File: config.mk
export PLATFORM = sky130hd
export DESIGN_NAME = buffer_pool_free_and_full_queues_core_flat
export DESIGN_NICKNAME = d
export VERILOG_FILES = /design/src/rtl/bpq_pkg.sv /design/src/rtl/bpq_if.sv /design/src/rtl/bpq_queue.sv /design/src/rtl/bpq_info.sv /design/src/rtl/bpq_cfg.sv /design/src/rtl/buffer_pool_free_and_full_queues_core.sv /design/src/flat_wrapper.sv
export SDC_FILE = /design/constraint.sdc
export NUM_CORES = 1
export LEC_CHECK = 0
export ABC_AREA = 0
export BUFFER_PORTS_ARGS = -buffer_cell sky130_fd_sc_hd__buf_2
export CORE_AREA = 4 4 306 308
export DETAILED_ROUTE_END_ITERATION = 10
export DIE_AREA = 0 0 310 312
export GPL_ROUTABILITY_DRIVEN = 0
export PLACE_DENSITY = 0.79
export SYNTH_ARGS = -nofsm -noshare
export SYNTH_HDL_FRONTEND = slang
export SYNTH_SLANG_ARGS = --single-unit
export TNS_END_PERCENT = 20
File: constraint.sdc
create_clock -name clk -period 13.25 [get_ports clk]
set_clock_uncertainty 0.2 [all_clocks]
set_input_delay 3.975 -clock clk [delete_from_list [all_inputs] [get_ports clk]]
set_output_delay 3.975 -clock clk [all_outputs]
set_load 0.03 [all_outputs]
File: src/rtl/bpq_pkg.sv
// Shared types and constants for the buffer pool free and full queues.
// No dependencies; every other file of the block uses this package.
package bpq_pkg;

  // Fixed field widths of the command and response words
  localparam int ID_W      = 8;
  localparam int OP_W      = 4;
  localparam int INFO_W    = 64;
  localparam int LEVEL_W   = 5;
  localparam int NUM_W     = 5;
  localparam int DEF_MAX_BUFFERS = 16;

  // Configuration port
  localparam int CFG_ADDR_W = 3;
  localparam int CFG_DATA_W = 32;
  localparam logic REG_NUM_BUFFERS = 1'b0;

  typedef enum logic [OP_W-1:0] {
    OP_GET_EMPTY    = 4'd0,
    OP_PUT_EMPTY    = 4'd1,
    OP_GET_FULL     = 4'd2,
    OP_PUT_FULL     = 4'd3,
    OP_SWITCH_FULL  = 4'd4,
    OP_SWITCH_EMPTY = 4'd5,
    OP_PEEK_FULL    = 4'd6,
    OP_SET_INFO     = 4'd7,
    OP_GET_INFO     = 4'd8
  } op_t;

  typedef enum logic {
    S_IDLE = 1'b0,
    S_EXEC = 1'b1
  } state_t;

  // Queue update for one operation
  typedef struct packed {
    logic            push;
    logic            pop;
    logic [ID_W-1:0] push_id;
  } q_cmd_t;

endpackage

File: src/rtl/bpq_if.sv
// Command and response channel interfaces of the buffer pool block.
// Depends on bpq_pkg for field widths.
interface bpq_cmd_if;
  logic                        valid;
  logic                        ready;
  logic [bpq_pkg::OP_W-1:0]    opcode;
  logic [bpq_pkg::ID_W-1:0]    buffer_id;
  logic                        held_valid;
  logic [bpq_pkg::INFO_W-1:0]  info_value;

  modport source (output valid, opcode, buffer_id, held_valid, info_value, input ready);
  modport sink   (input valid, opcode, buffer_id, held_valid, info_value, output ready);
endinterface

interface bpq_rsp_if;
  logic                        valid;
  logic                        ready;
  logic                        status;
  logic [bpq_pkg::ID_W-1:0]    result_id;
  logic                        id_valid;
  logic [bpq_pkg::INFO_W-1:0]  info_out;
  logic [bpq_pkg::LEVEL_W-1:0] full_level;
  logic [bpq_pkg::LEVEL_W-1:0] empty_level;

  modport source (output valid, status, result_id, id_valid, info_out, full_level,
                  empty_level, input ready);
  modport sink   (input valid, status, result_id, id_valid, info_out, full_level,
                  empty_level, output ready);
endinterface

File: src/rtl/bpq_queue.sv
// Circular id queue held in a synchronous memory with head, tail and count.
// Depends on bpq_pkg (q_cmd_t, ID_W).
module bpq_queue #(
  parameter int MAX_BUFFERS = bpq_pkg::DEF_MAX_BUFFERS,
  parameter bit INIT_IDS    = 1'b0,
  localparam int IDX_W = (MAX_BUFFERS > 1) ? $clog2(MAX_BUFFERS) : 1,
  localparam int CNT_W = $clog2(MAX_BUFFERS + 1)
) (
  input  logic                     clk,
  input  logic                     rst,
  input  logic                     init,
  input  logic [CNT_W-1:0]         init_num,
  input  logic                     rd_en,
  input  bpq_pkg::q_cmd_t          cmd,
  output logic [bpq_pkg::ID_W-1:0] head_id,
  output logic [CNT_W-1:0]         count,
  output logic [CNT_W-1:0]         count_next
);
  import bpq_pkg::*;

  localparam logic [IDX_W-1:0] LAST_IDX = IDX_W'(MAX_BUFFERS - 1);
  localparam logic [CNT_W-1:0] MAX_CNT  = CNT_W'(MAX_BUFFERS);

  logic [IDX_W-1:0] mem [MAX_BUFFERS];
  logic [IDX_W-1:0] head;
  logic [IDX_W-1:0] tail;
  logic [IDX_W-1:0] rd_q;
  logic [IDX_W-1:0] init_tail;

  // Level after this cycle's update
  always_comb begin
    count_next = count;
    if (cmd.push && !cmd.pop) begin
      count_next = count + CNT_W'(1);
    end else if (cmd.pop && !cmd.push) begin
      count_next = count - CNT_W'(1);
    end
  end

  // With INIT_IDS the tail after a reload sits at the pool size, wrapped; else at zero
  assign init_tail = (INIT_IDS && init_num != MAX_CNT) ? IDX_W'(init_num) : '0;

  // Advance pointers and level
  always_ff @(posedge clk) begin
    if (rst) begin
      head  <= '0;
      tail  <= '0;
      count <= INIT_IDS ? MAX_CNT : '0;
    end else if (init) begin
      head  <= '0;
      tail  <= init_tail;
      count <= INIT_IDS ? init_num : '0;
    end else begin
      if (cmd.pop) begin
        head <= (head == LAST_IDX) ? '0 : head + IDX_W'(1);
      end
      if (cmd.push) begin
        tail <= (tail == LAST_IDX) ? '0 : tail + IDX_W'(1);
      end
      count <= count_next;
    end
  end

  // Write at tail; read at head into a registered output
  always_ff @(posedge clk) begin
    if (cmd.push) begin
      mem[tail] <= IDX_W'(cmd.push_id);
    end
    if (rd_en) begin
      rd_q <= mem[head];
    end
  end

  generate
    if (INIT_IDS) begin : g_init_ids
      logic [MAX_BUFFERS-1:0] written;
      logic                   rd_written;
      logic [IDX_W-1:0]       rd_idx;

      // Track entries written since the last reload; others hold their own index
      always_ff @(posedge clk) begin
        if (rst || init) begin
          written <= '0;
        end else if (cmd.push) begin
          written[tail] <= 1'b1;
        end
      end

      always_ff @(posedge clk) begin
        if (rd_en) begin
          rd_written <= written[head];
          rd_idx     <= head;
        end
      end

      assign head_id = ID_W'(rd_written ? rd_q : rd_idx);
    end else begin : g_plain
      assign head_id = ID_W'(rd_q);
    end
  endgenerate

endmodule

File: src/rtl/bpq_info.sv
// Info word table: one 64-bit word per buffer id in a synchronous memory,
// with per-entry written bits so a reload reads back as zero. Depends on bpq_pkg.
module bpq_info #(
  parameter int MAX_BUFFERS = bpq_pkg::DEF_MAX_BUFFERS,
  localparam int IDX_W = (MAX_BUFFERS > 1) ? $clog2(MAX_BUFFERS) : 1
) (
  input  logic                       clk,
  input  logic                       rst,
  input  logic                       init,
  input  logic                       rd_en,
  input  logic [IDX_W-1:0]           rd_addr,
  input  logic                       wr_en,
  input  logic [IDX_W-1:0]           wr_addr,
  input  logic [bpq_pkg::INFO_W-1:0] wr_data,
  output logic [bpq_pkg::INFO_W-1:0] rd_data
);
  import bpq_pkg::*;

  logic [INFO_W-1:0]      mem [MAX_BUFFERS];
  logic [MAX_BUFFERS-1:0] written;
  logic [INFO_W-1:0]      rd_q;
  logic                   rd_written;

  // Mark written entries, drop all marks on reload
  always_ff @(posedge clk) begin
    if (rst || init) begin
      written <= '0;
    end else if (wr_en) begin
      written[wr_addr] <= 1'b1;
    end
  end

  always_ff @(posedge clk) begin
    if (wr_en) begin
      mem[wr_addr] <= wr_data;
    end
    if (rd_en) begin
      rd_q       <= mem[rd_addr];
      rd_written <= written[rd_addr];
    end
  end

  assign rd_data = rd_written ? rd_q : '0;

endmodule

File: src/rtl/bpq_cfg.sv
// APB register slave holding the pool size; a legal write triggers a reload.
// Depends on bpq_pkg for address and data widths.
module bpq_cfg #(
  parameter int MAX_BUFFERS = bpq_pkg::DEF_MAX_BUFFERS,
  localparam int CNT_W = $clog2(MAX_BUFFERS + 1)
) (
  input  logic                           clk,
  input  logic                           rst,
  input  logic                           psel,
  input  logic                           penable,
  input  logic                           pwrite,
  input  logic [bpq_pkg::CFG_ADDR_W-1:0] paddr,
  input  logic [bpq_pkg::CFG_DATA_W-1:0] pwdata,
  output logic [bpq_pkg::CFG_DATA_W-1:0] prdata,
  output logic                           pready,
  output logic [CNT_W-1:0]               num_buffers,
  output logic                           init,
  output logic [CNT_W-1:0]               init_num
);
  import bpq_pkg::*;

  logic [CNT_W-1:0] num_reg;
  logic [NUM_W-1:0] wr_val;
  logic             sel_num;

  assign pready  = 1'b1;
  assign sel_num = (paddr[CFG_ADDR_W-1] == REG_NUM_BUFFERS);
  assign wr_val  = pwdata[NUM_W-1:0];

  // Accept only sizes from one up to the pool capacity
  assign init = psel && penable && pwrite && sel_num && (wr_val != '0) &&
                (32'(wr_val) <= 32'(MAX_BUFFERS));
  assign init_num = CNT_W'(wr_val);

  always_ff @(posedge clk) begin
    if (rst) begin
      num_reg <= CNT_W'(MAX_BUFFERS);
    end else if (init) begin
      num_reg <= init_num;
    end
  end

  assign num_buffers = num_reg;
  assign prdata      = sel_num ? CFG_DATA_W'(num_reg) : '0;

endmodule

File: src/rtl/buffer_pool_free_and_full_queues_core.sv
// Buffer pool with an empty (free) id queue, a full (ready) id queue and
// a 64-bit info word per id. Depends on bpq_pkg, bpq_if, bpq_queue,
// bpq_info and bpq_cfg.
//
// Usage: commands arrive on the cmd channel (opcode, buffer_id, held_valid,
// info_value) and each yields exactly one response word on rsp (status,
// result_id, id_valid, info_out and both queue levels after the operation).
// A word moves when valid and ready are both high at a rising edge.
// The response is registered; a new command is taken only after the last
// one has written back. Taking a command reads the queue heads and the info
// word from their registered memories; the write-back state then decides
// and writes back. A finished response sits in the output register while the
// next command is taken; a stalled receiver holds the write-back stage.
// Reset (rst, synchronous): pool size 16 (MAX_BUFFERS), empty queue holds
// ids in order, full queue empty, all info words zero. Writing num_buffers
// over the APB port reloads the same way with the new size; no sweep is needed.
module buffer_pool_free_and_full_queues_core #(
  parameter int MAX_BUFFERS = bpq_pkg::DEF_MAX_BUFFERS
) (
  input  logic                           clk,
  input  logic                           rst,
  bpq_cmd_if.sink                        cmd,
  bpq_rsp_if.source                      rsp,
  input  logic                           psel,
  input  logic                           penable,
  input  logic                           pwrite,
  input  logic [bpq_pkg::CFG_ADDR_W-1:0] paddr,
  input  logic [bpq_pkg::CFG_DATA_W-1:0] pwdata,
  output logic [bpq_pkg::CFG_DATA_W-1:0] prdata,
  output logic                           pready
);
  import bpq_pkg::*;

  localparam int IDX_W = (MAX_BUFFERS > 1) ? $clog2(MAX_BUFFERS) : 1;
  localparam int CNT_W = $clog2(MAX_BUFFERS + 1);

  state_t state, state_next;

  logic [CNT_W-1:0]  num_cnt;
  logic              init;
  logic [CNT_W-1:0]  init_num;

  logic              accept;
  logic              go;

  logic [OP_W-1:0]   op_q;
  logic [ID_W-1:0]   bid_q;
  logic              held_q;
  logic [INFO_W-1:0] info_q;

  q_cmd_t            e_cmd, f_cmd;
  logic [ID_W-1:0]   e_head, f_head;
  logic [CNT_W-1:0]  e_cnt, f_cnt, e_cnt_next, f_cnt_next;
  logic [INFO_W-1:0] info_rd;
  logic              info_wr;

  logic              e_nonempty, f_nonempty, e_room, f_room, bid_ok;
  logic              fail;
  logic [ID_W-1:0]   rid;
  logic              rvalid;
  logic [INFO_W-1:0] iout;

  bpq_cfg #(.MAX_BUFFERS(MAX_BUFFERS)) u_cfg (
    .clk, .rst, .psel, .penable, .pwrite, .paddr, .pwdata, .prdata, .pready,
    .num_buffers(num_cnt), .init, .init_num
  );

  bpq_queue #(.MAX_BUFFERS(MAX_BUFFERS), .INIT_IDS(1'b1)) u_empty_q (
    .clk, .rst, .init, .init_num, .rd_en(accept), .cmd(e_cmd),
    .head_id(e_head), .count(e_cnt), .count_next(e_cnt_next)
  );

  bpq_queue #(.MAX_BUFFERS(MAX_BUFFERS), .INIT_IDS(1'b0)) u_full_q (
    .clk, .rst, .init, .init_num, .rd_en(accept), .cmd(f_cmd),
    .head_id(f_head), .count(f_cnt), .count_next(f_cnt_next)
  );

  bpq_info #(.MAX_BUFFERS(MAX_BUFFERS)) u_info (
    .clk, .rst, .init, .rd_en(accept), .rd_addr(IDX_W'(cmd.buffer_id)),
    .wr_en(info_wr), .wr_addr(IDX_W'(bid_q)), .wr_data(info_q), .rd_data(info_rd)
  );

  // Handshake: take a command only between operations
  assign cmd.ready = (state == S_IDLE);
  assign accept    = cmd.valid && cmd.ready;
  assign go        = (state == S_EXEC) && (!rsp.valid || rsp.ready);

  always_ff @(posedge clk) begin
    if (rst) begin
      state <= S_IDLE;
    end else begin
      state <= state_next;
    end
  end

  always_comb begin
    state_next = state;
    unique case (state)
      S_IDLE: if (accept) state_next = S_EXEC;
      S_EXEC: if (go) state_next = S_IDLE;
      default: state_next = S_IDLE;
    endcase
  end

  // Hold the command word for the write-back cycle
  always_ff @(posedge clk) begin
    if (accept) begin
      op_q   <= cmd.opcode;
      bid_q  <= cmd.buffer_id;
      held_q <= cmd.held_valid;
      info_q <= cmd.info_value;
    end
  end

  assign e_nonempty = (e_cnt != '0);
  assign f_nonempty = (f_cnt != '0);
  assign e_room     = (e_cnt < num_cnt);
  assign f_room     = (f_cnt < num_cnt);
  assign bid_ok     = (32'(bid_q) < 32'(num_cnt));

  // Decide the operation and the queue updates
  always_comb begin
    fail    = 1'b0;
    rid     = '0;
    rvalid  = 1'b0;
    iout    = '0;
    info_wr = 1'b0;
    e_cmd   = '{push: 1'b0, pop: 1'b0, push_id: bid_q};
    f_cmd   = '{push: 1'b0, pop: 1'b0, push_id: bid_q};
    case (op_t'(op_q))
      OP_GET_EMPTY: begin
        if (e_nonempty) begin
          e_cmd.pop = go;
          rid       = e_head;
          rvalid    = 1'b1;
        end else begin
          fail = 1'b1;
        end
      end
      OP_GET_FULL: begin
        if (f_nonempty) begin
          f_cmd.pop = go;
          rid       = f_head;
          rvalid    = 1'b1;
        end else begin
          fail = 1'b1;
        end
      end
      OP_PUT_EMPTY: begin
        if (bid_ok && e_room) begin
          e_cmd.push = go;
        end else begin
          fail = 1'b1;
        end
      end
      OP_PUT_FULL: begin
        if (bid_ok && f_room) begin
          f_cmd.push = go;
        end else begin
          fail = 1'b1;
        end
      end
      OP_SWITCH_FULL: begin
        if (e_nonempty) begin
          e_cmd.pop  = go;
          f_cmd.push = go && held_q && bid_ok && f_room;
          rid        = e_head;
          rvalid     = 1'b1;
        end else begin
          fail   = 1'b1;
          rid    = held_q ? bid_q : '0;
          rvalid = held_q;
        end
      end
      OP_SWITCH_EMPTY: begin
        if (f_nonempty) begin
          f_cmd.pop  = go;
          e_cmd.push = go && held_q && bid_ok && e_room;
          rid        = f_head;
          rvalid     = 1'b1;
        end else begin
          fail   = 1'b1;
          rid    = held_q ? bid_q : '0;
          rvalid = held_q;
        end
      end
      OP_PEEK_FULL: begin
        if (f_nonempty) begin
          rid    = f_head;
          rvalid = 1'b1;
        end else begin
          fail = 1'b1;
        end
      end
      OP_SET_INFO: begin
        if (bid_ok) begin
          info_wr = go;
        end else begin
          fail = 1'b1;
        end
      end
      OP_GET_INFO: begin
        if (bid_ok) begin
          iout = info_rd;
        end else begin
          fail = 1'b1;
        end
      end
      default: fail = 1'b1;
    endcase
  end

  // Output register: load on write-back, drop when taken
  always_ff @(posedge clk) begin
    if (rst) begin
      rsp.valid <= 1'b0;
    end else if (go) begin
      rsp.valid <= 1'b1;
    end else if (rsp.ready) begin
      rsp.valid <= 1'b0;
    end
  end

  always_ff @(posedge clk) begin
    if (go) begin
      rsp.status      <= fail;
      rsp.result_id   <= rid;
      rsp.id_valid    <= rvalid;
      rsp.info_out    <= iout;
      rsp.full_level  <= LEVEL_W'(f_cnt_next);
      rsp.empty_level <= LEVEL_W'(e_cnt_next);
    end
  end

`ifndef SYNTHESIS
  a_empty_bound: assert property (@(posedge clk) disable iff (rst)
    e_cnt <= num_cnt) else $error("empty queue level above pool size");

  a_full_bound: assert property (@(posedge clk) disable iff (rst)
    f_cnt <= num_cnt) else $error("full queue level above pool size");

  a_rsp_from_exec: assert property (@(posedge clk) disable iff (rst)
    $rose(rsp.valid) |-> $past(state) == S_EXEC)
    else $error("response loaded outside write-back");

  a_reload: assert property (@(posedge clk) disable iff (rst)
    init |=> (e_cnt == $past(init_num)) && (f_cnt == '0))
    else $error("reload left wrong queue levels");
`endif

endmodule

File: src/flat_wrapper.sv
// flat-port wrapper written by rule: the top's interface ports become plain ports
module buffer_pool_free_and_full_queues_core_flat import bpq_pkg::*;
#(
  parameter int MAX_BUFFERS = bpq_pkg::DEF_MAX_BUFFERS
)
  (clk, rst, psel, penable, pwrite, paddr, pwdata, prdata, pready, cmd_valid, cmd_opcode, cmd_buffer_id, cmd_held_valid, cmd_info_value, cmd_ready, rsp_valid, rsp_status, rsp_result_id, rsp_id_valid, rsp_info_out, rsp_full_level, rsp_empty_level, rsp_ready);
  bpq_cmd_if cmd_i ();
  bpq_rsp_if rsp_i ();
  input  logic clk;
  input  logic rst;
  input  logic psel;
  input  logic penable;
  input  logic pwrite;
  input  logic [bpq_pkg::CFG_ADDR_W-1:0] paddr;
  input  logic [bpq_pkg::CFG_DATA_W-1:0] pwdata;
  output logic [bpq_pkg::CFG_DATA_W-1:0] prdata;
  output logic pready;
  input wire logic [$bits(cmd_i.valid)-1:0] cmd_valid;
  input wire logic [$bits(cmd_i.opcode)-1:0] cmd_opcode;
  input wire logic [$bits(cmd_i.buffer_id)-1:0] cmd_buffer_id;
  input wire logic [$bits(cmd_i.held_valid)-1:0] cmd_held_valid;
  input wire logic [$bits(cmd_i.info_value)-1:0] cmd_info_value;
  output wire logic [$bits(cmd_i.ready)-1:0] cmd_ready;
  output wire logic [$bits(rsp_i.valid)-1:0] rsp_valid;
  output wire logic [$bits(rsp_i.status)-1:0] rsp_status;
  output wire logic [$bits(rsp_i.result_id)-1:0] rsp_result_id;
  output wire logic [$bits(rsp_i.id_valid)-1:0] rsp_id_valid;
  output wire logic [$bits(rsp_i.info_out)-1:0] rsp_info_out;
  output wire logic [$bits(rsp_i.full_level)-1:0] rsp_full_level;
  output wire logic [$bits(rsp_i.empty_level)-1:0] rsp_empty_level;
  input wire logic [$bits(rsp_i.ready)-1:0] rsp_ready;
  assign cmd_i.valid = cmd_valid;
  assign cmd_i.opcode = cmd_opcode;
  assign cmd_i.buffer_id = cmd_buffer_id;
  assign cmd_i.held_valid = cmd_held_valid;
  assign cmd_i.info_value = cmd_info_value;
  assign cmd_ready = cmd_i.ready;
  assign rsp_valid = rsp_i.valid;
  assign rsp_status = rsp_i.status;
  assign rsp_result_id = rsp_i.result_id;
  assign rsp_id_valid = rsp_i.id_valid;
  assign rsp_info_out = rsp_i.info_out;
  assign rsp_full_level = rsp_i.full_level;
  assign rsp_empty_level = rsp_i.empty_level;
  assign rsp_i.ready = rsp_ready;
  buffer_pool_free_and_full_queues_core #(.MAX_BUFFERS(MAX_BUFFERS)) u_core (.clk(clk), .rst(rst), .cmd(cmd_i), .rsp(rsp_i), .psel(psel), .penable(penable), .pwrite(pwrite), .paddr(paddr), .pwdata(pwdata), .prdata(prdata), .pready(pready));
endmodule
==> results.toml, run 1 <==
[status]
status = "complete, but fails checks"
violations = "antenna violations"

[global_route]
grt_first_pass_wirelength_um = 192400
grt_max_degree = 140
grt_pass1_vias = 27679
antenna_found_initial = 4
track_usage_pct = 27.84
overflow = 0

[drt]
drc = 0
drt-pass1-iter-count = 5
vias_per_cell = 6.725
wl_per_cell_um = 33.05
ant_nets = 1
num_vias = 26832
drt_iter0_markers = 4162
finalWirelength_um = 131900

[logic_synthesis]
ys_async_sr_fraction_pct = 0
synth_cells = 2442
avgSynthCellArea_um2 = 22.59
yosysSeqAreaShare_pct = 78.09
synth_edf_count = 1391
synth_area_um2 = 55160
ys.flop_type = "edfxtp_1"
synthTopCellsByArea = "edfxtp_1 (76%), mux4_2 (15%), dfxtp_1 (2.4%)"
synth_area_leader_cell = "edfxtp_1"
synth_top_area_share_pct = 75.73
yosys_warnings = 0
ys_ff_latch = 1456
synth_cell_types = 67

[cts]
ctsHoldBuffers = 0
cts_setup_buffers = 0
clk_path_buf_depth = 3
clkTransAtPathRegs_ns = 0.06
ctsHtreeMaxLevel = 4
clk_latency_ns = 0.74
root_buffer = "clkbuf_16"
cts_made_buffers = 140
cts_resized = 0
cts_tree = "built"
cts.sinks = 1456

[setup_path]
path_cells = "buf_2 -> nor2b_1 -> buf_2"
path_buf_inv = 2
crit_path_end_kind = "primary output"
r2r_slack_ns = 8.10
slowest_stage = "buf_2"
crit_fanout = 7
worstPathArrival_ns = 4.42
r2r-end = "u_core.u_info.mem[7][42]"
critPathTopFamily = "buffers and inverters"
r2r_cells = 8
cp-startpoint = "paddr[2]"
path_common_cell = "buf_2"
critPathMaxStageDelay_ns = 0.20
worst-endpoint-required_ns = 9.07
critPathLaunchType = "input pin"
critical_path_class = "input pin to primary output"
timing.rr.start = "u_core.bid_q[1]"

[final_layout]
nFillCells = 5210
nNetsFinal = 2832
syn2layout_area_growth_pct = 12.19
final_cell_area_um2 = 61880
drive_gt1_share_pct = 31.53

[floorplan]
dieWidth_um = 310
initial_core_util_pct = 60.54
die_area_um2 = 96720
chipHeight_um = 312
io_pins = 238
core.rowCount = 111
coreArea_um2 = 91110

[worst_hold_path]
worstHoldPathCells = 2
hold_class = "flop to flop"
hold_end = "u_core.u_cfg.num_buffers[1]"
hp-start = "u_core.u_cfg.num_buffers[1]"

[sta]
setup_viol = 0
slew_headroom_pct = 15.77
final-max-slew-violation-count = 0
max_slew.worst_pin.slew_ns = 1.263
period_share_pct = 64.85
rsz0062_at_grt = "no"
setup_tns_ns = 0
hold_viol = 0
clock.fmax_ghz = 0.1164
fin_crit_ns = 8.592

[power_and_ir_drop]
peakVddDrop_v = 0.0001385
power_density_nw_per_um2 = 152.4
p_leak_uw = 0.01998

[job]
max_cap_viol_count = 0

[placement]
hpwl_um = 59640
io_buffer_count = 180
postPlaceCellArea_um2 = 57430
[metal layers]
layer  track usage, %  part of all wire [%]  vias to the layer above  routed length [um]
met4            9.667                   3.4                        0                4530
met3            5.347                   9.7                      291               12830
met1            37.41                    35                    14003               46350
met2            46.58                    52                     1903               68160
met5                0                     0                        -                   0
li1                 -                     -                    10635                   -
[how the worst max path moves through the flow]
| stage | slack [ns] | to | depth (start not counted) |
|---|---|---|---|
| 2_1_floorplan | 1.68 | u_core.bid_q[0] | 1 |
| 3_3_place_gp | 4.66 | prdata[0] | 3 |
| 3_5_place_dp | 4.66 | prdata[0] | 3 |
| 4_1_cts | 4.66 | prdata[0] | 3 |
| 5_1_grt | 4.63 | prdata[4] | 3 |
| 6_report | 4.66 | prdata[0] | 3 |
[through the flow]
step	hold slack, ns	setup slack (ns)	cells	total power [uW]	util [%]
6_report	0.2628	4.658	3990	9429	67.92
5_1_grt	0.2920	4.626	3984	9718	67.91
4_1_cts	0.2601	4.661	3983	9474	67.90
3_5_place_dp	0.2520	4.663	3731	5597	63.03
3_3_place_gp	0.2411	4.657	3731	5580	63.03
2_1_floorplan	0.2064	1.683	2468	5490	-
[power breakdown]
group / switching, uW / leakage [uW] / internal (uW)
Combinational: 203 / 0.00462 / 135
Sequential: 66.2 / 0.0132 / 5110
Clock: 1720 / 0.00217 / 2200
[worst min-delay path: cells and delay by family (launching register included)]
kind               cells  cell delay [ns]
DFF                    1             0.31
and+or+nand+nor        1             0.05
AOI/OAI and AO/OA      1             0.05
[Yosys cell counts, types with 5 or more instances]
cell and number:
edfxtp_1 1391, mux4_2 370, nor2_1 69, clkbuf_1 68, dfxtp_1 65, and2_2 64, nand2_1 51, buf_2 30
a21oi_1 29, buf_4 29, ha_1 26, o21a_1 22, inv_1 20, a31oi_1 18, nor3_1 16, buf_1 14
o21ai_0 13, nand3_1 11, mux2i_1 10, nor2b_1 8, and2_1 7, and3_1 7, a211oi_1 6, xnor2_1 6
nand2b_1 5, nor3b_1 5, nor4_1 5, or2_2 5
[cell type report]
cell class / instances / area [um^2] / share of cell area, %
Inverter: 20 / 77.57 / 0.1254
Multi-Input combinational cell: 847 / 11510 / 18.61
Antenna cell: 7 / 17.52 / 0.02831
Clock inverter: 83 / 744.5 / 1.203
Clock buffer: 169 / 3696 / 5.973
Timing Repair Buffer: 222 / 1279 / 2.066
Tap cell: 1186 / 1484 / 2.398
Sequential cell: 1456 / 43070 / 69.60
[kinds of logic after synthesis]
group / after synthesis / synth area share, %
buffers and inverters: 165 / 1.443
XOR/XNOR: 9 / 0.1429
other: 2 / 0.01362
adder cells (fa/ha/maj): 26 / 0.5898
AO/OA/AOI/OAI: 118 / 1.447
AND/OR/NAND/NOR: 285 / 2.969
flip-flops: 1456 / 78.09
multiplexers: 381 / 15.31
[registers in the layout, summed over array words and instances, names as in the netlist, 5 cells and up]
register,cells
u_core.rsp.info_out,64
u_core.u_cfg.num_buffers,5
u_core.rsp.empty_level,5
u_core.bid_q,8
u_core.rsp.result_id,8
u_core.info_q,64
u_core.u_empty_q.count,5
u_core.u_info.written,16
u_core.u_full_q.mem,64
u_core.u_empty_q.mem,64
u_core.u_info.rd_q,64
u_core.rsp.full_level,5
u_core.u_empty_q.g_init_ids.written,16
u_core.u_full_q.count,5
u_core.u_info.mem,1024
[placed cells by master (no fill, tap or decap), drive strengths merged, types with 5 or more instances in the layout]
cell and n:
inv 28, nand3 11, nor3b 6, conb 28
mux4 370, a211oi 7, diode 7, o21ai 15
nor4b 5, ha 26, nor2 70, nand2b 5
or2 5, o21a 22, nor2b 8, edfxtp 1391
nor4 6, nor3 16, bufinv 10, and2 71
clkbuf 169, nand4 5, buf 222, xnor2 6
clkinv 62, a31oi 18, mux2i 10, nand2 51
dfxtp 65, a21oi 29, and3 9
No activity file was read; power rests on OpenSTA's default activity.
==> run 2: changes to the inputs <==
Clock period 13.25 ns to 8.2 ns, I/O delays scaled along.
==> run 2 against run 1 <==
- the flow now finishes without violations
- count of clock-buffer cells in the layout increased by 6
- final cell count is 0.23% higher
- utilization up 0.41 points
- flip-flop and latch count unchanged
- clock power grew 69%
- critical endpoint is now prdata[3]
- highest routed layer unchanged
==> results.toml, run 2 (same netlist as run 1, synthesis figures left out) <==
[global_route]
grt_pass1_vias = 27981
overflow = 0
antenna_found_initial = 2
grt_max_degree = 115
grt_first_pass_wirelength_um = 193300
track_usage_pct = 27.88

[drt]
ant_nets = 0
finalWirelength_um = 132100
vias_per_cell = 6.771
drc = 0
drt-pass1-iter-count = 5
drt_iter0_markers = 4000
num_vias = 27076
wl_per_cell_um = 33.03

[placement]
hpwl_um = 62600
io_buffer_count = 180
placed_cells = 3746

[setup_path]
worstPathArrival_ns = 2.92
critPathTopFamily = "buffers and inverters"
critPathLaunchType = "input pin"
crit_fanout = 7
critPathMaxStageDelay_ns = 0.21
path_buf_inv = 2
path_common_cell = "buf_2"
crit_path_end_kind = "primary output"
path_cells = "buf_2 -> nor2_1 -> buf_2"
critical_path_class = "input pin to primary output"
worst-endpoint-required_ns = 5.54
slowest_stage = "buf_2"

[final_layout]
regMostFlops = "u_core.u_info.mem"
largest_reg_flops = 1024
final_cells = 3999
final_cell_mix = "edfxtp_1 (1391), mux4_2 (370), buf_2 (176)"
nNetsFinal = 2847
drive_gt1_share_pct = 32.39
syn2layout_area_growth_pct = 12.86
layout_commonest_cell = "edfxtp_1"
antenna_cells = 0

[cts]
cts_setup_buffers = 0
root_buffer = "clkbuf_16"
clkTransAtPathRegs_ns = 0.06
cts_tree = "built"
clk_latency_ns = 0.75
clk_path_buf_depth = 3
cts_resized = 0
cts.sinks = 1456
cts_made_buffers = 140
ctsHoldBuffers = 0
ctsHtreeMaxLevel = 4

[floorplan]
initial_core_util_pct = 60.54
core.rowCount = 111
die_area_um2 = 96720
dieWidth_um = 310
chipHeight_um = 312
io_pins = 238
coreArea_um2 = 91110

[sta]
slew_headroom_pct = 17.19
max_slew.worst_pin.slew_ns = 1.240
rsz0062_at_grt = "no"
final-max-slew-violation-count = 0
period_share_pct = 68.00
hold_viol = 0
setup_viol = 0
holdWs_ns = 0.2570
clock.fmax_ghz = 0.1793
fin_crit_ns = 5.576

[power_and_ir_drop]
peakVddDrop_v = 0.0002122
power_density_nw_per_um2 = 249.3
p_leak_uw = 0.02018

[worst_hold_path]
hold_class = "flop to flop"

[job]
max_cap_viol_count = 0

[status]
status = "finished, final reports clean"
-- run 2: per-stage QoR --
step	TNS, ns	total power [uW]	cell area (um^2)	setup WS [ns]	utilization (%)
4_1_cts	0	15590	62250	2.640	68.33
3_5_place_dp	0	9044	57560	2.372	63.18
6_report	0	15520	62250	2.624	68.33
5_1_grt	0	15980	62250	2.594	68.33
2_1_floorplan	-67.39	8865	55260	-0.3074	-
3_3_place_gp	0	9017	57560	2.457	63.18
-- run 2: final timing paths --
path                                     from                     endpoint  slack (ns)  depth (start not counted)
setup / recovery                     paddr[2]                    prdata[3]        2.62                          3
hold / removal    u_core.u_cfg.num_buffers[1]  u_core.u_cfg.num_buffers[1]        0.26                          2
setup reg to reg              u_core.bid_q[3]    u_core.u_info.mem[11][63]        3.80                          9
hold reg to reg   u_core.u_cfg.num_buffers[1]  u_core.u_cfg.num_buffers[1]        0.26                          2
-- run 2: metal layers --
| layer | wire length (um) | vias up | track usage [%] |
|---|---|---|---|
| met5 | 0 | - | 0 |
| met4 | 4692 | 0 | 10.13 |
| met3 | 11940 | 301 | 4.635 |
| met2 | 68350 | 1957 | 46.34 |
| met1 | 47090 | 14164 | 38.09 |
| li1 | - | 10654 | - |
-- run 2: layout make-up --
type                       count  area, um^2
sequential                  1456       43070
fill                        5145       28860
multi-input combinational    847       11510
clock buffer                 175        3750
tap                         1186        1484
timing repair buffer         237        1416
clock inverter                78       939.7
inverter                      20       77.57
-- run 2: where the power goes --
group	internal [uW]	switching (uW)	total [uW]	leakage, uW
Clock	3810	2800	6610	0.00229
Sequential	8250	110	8360	0.0132
Combinational	219	327	546	0.00471
Total	12300	3240	15500	0.0202
-- run 2: worst register-to-register path, delay by kind of cell, from the launching register on --
kind	cells	cell delay (ns)
simple gates	2	1.54
buf+inv	3	1.13
compound gates	3	0.53
fa+ha+maj	1	0.35
flops	1	0.32
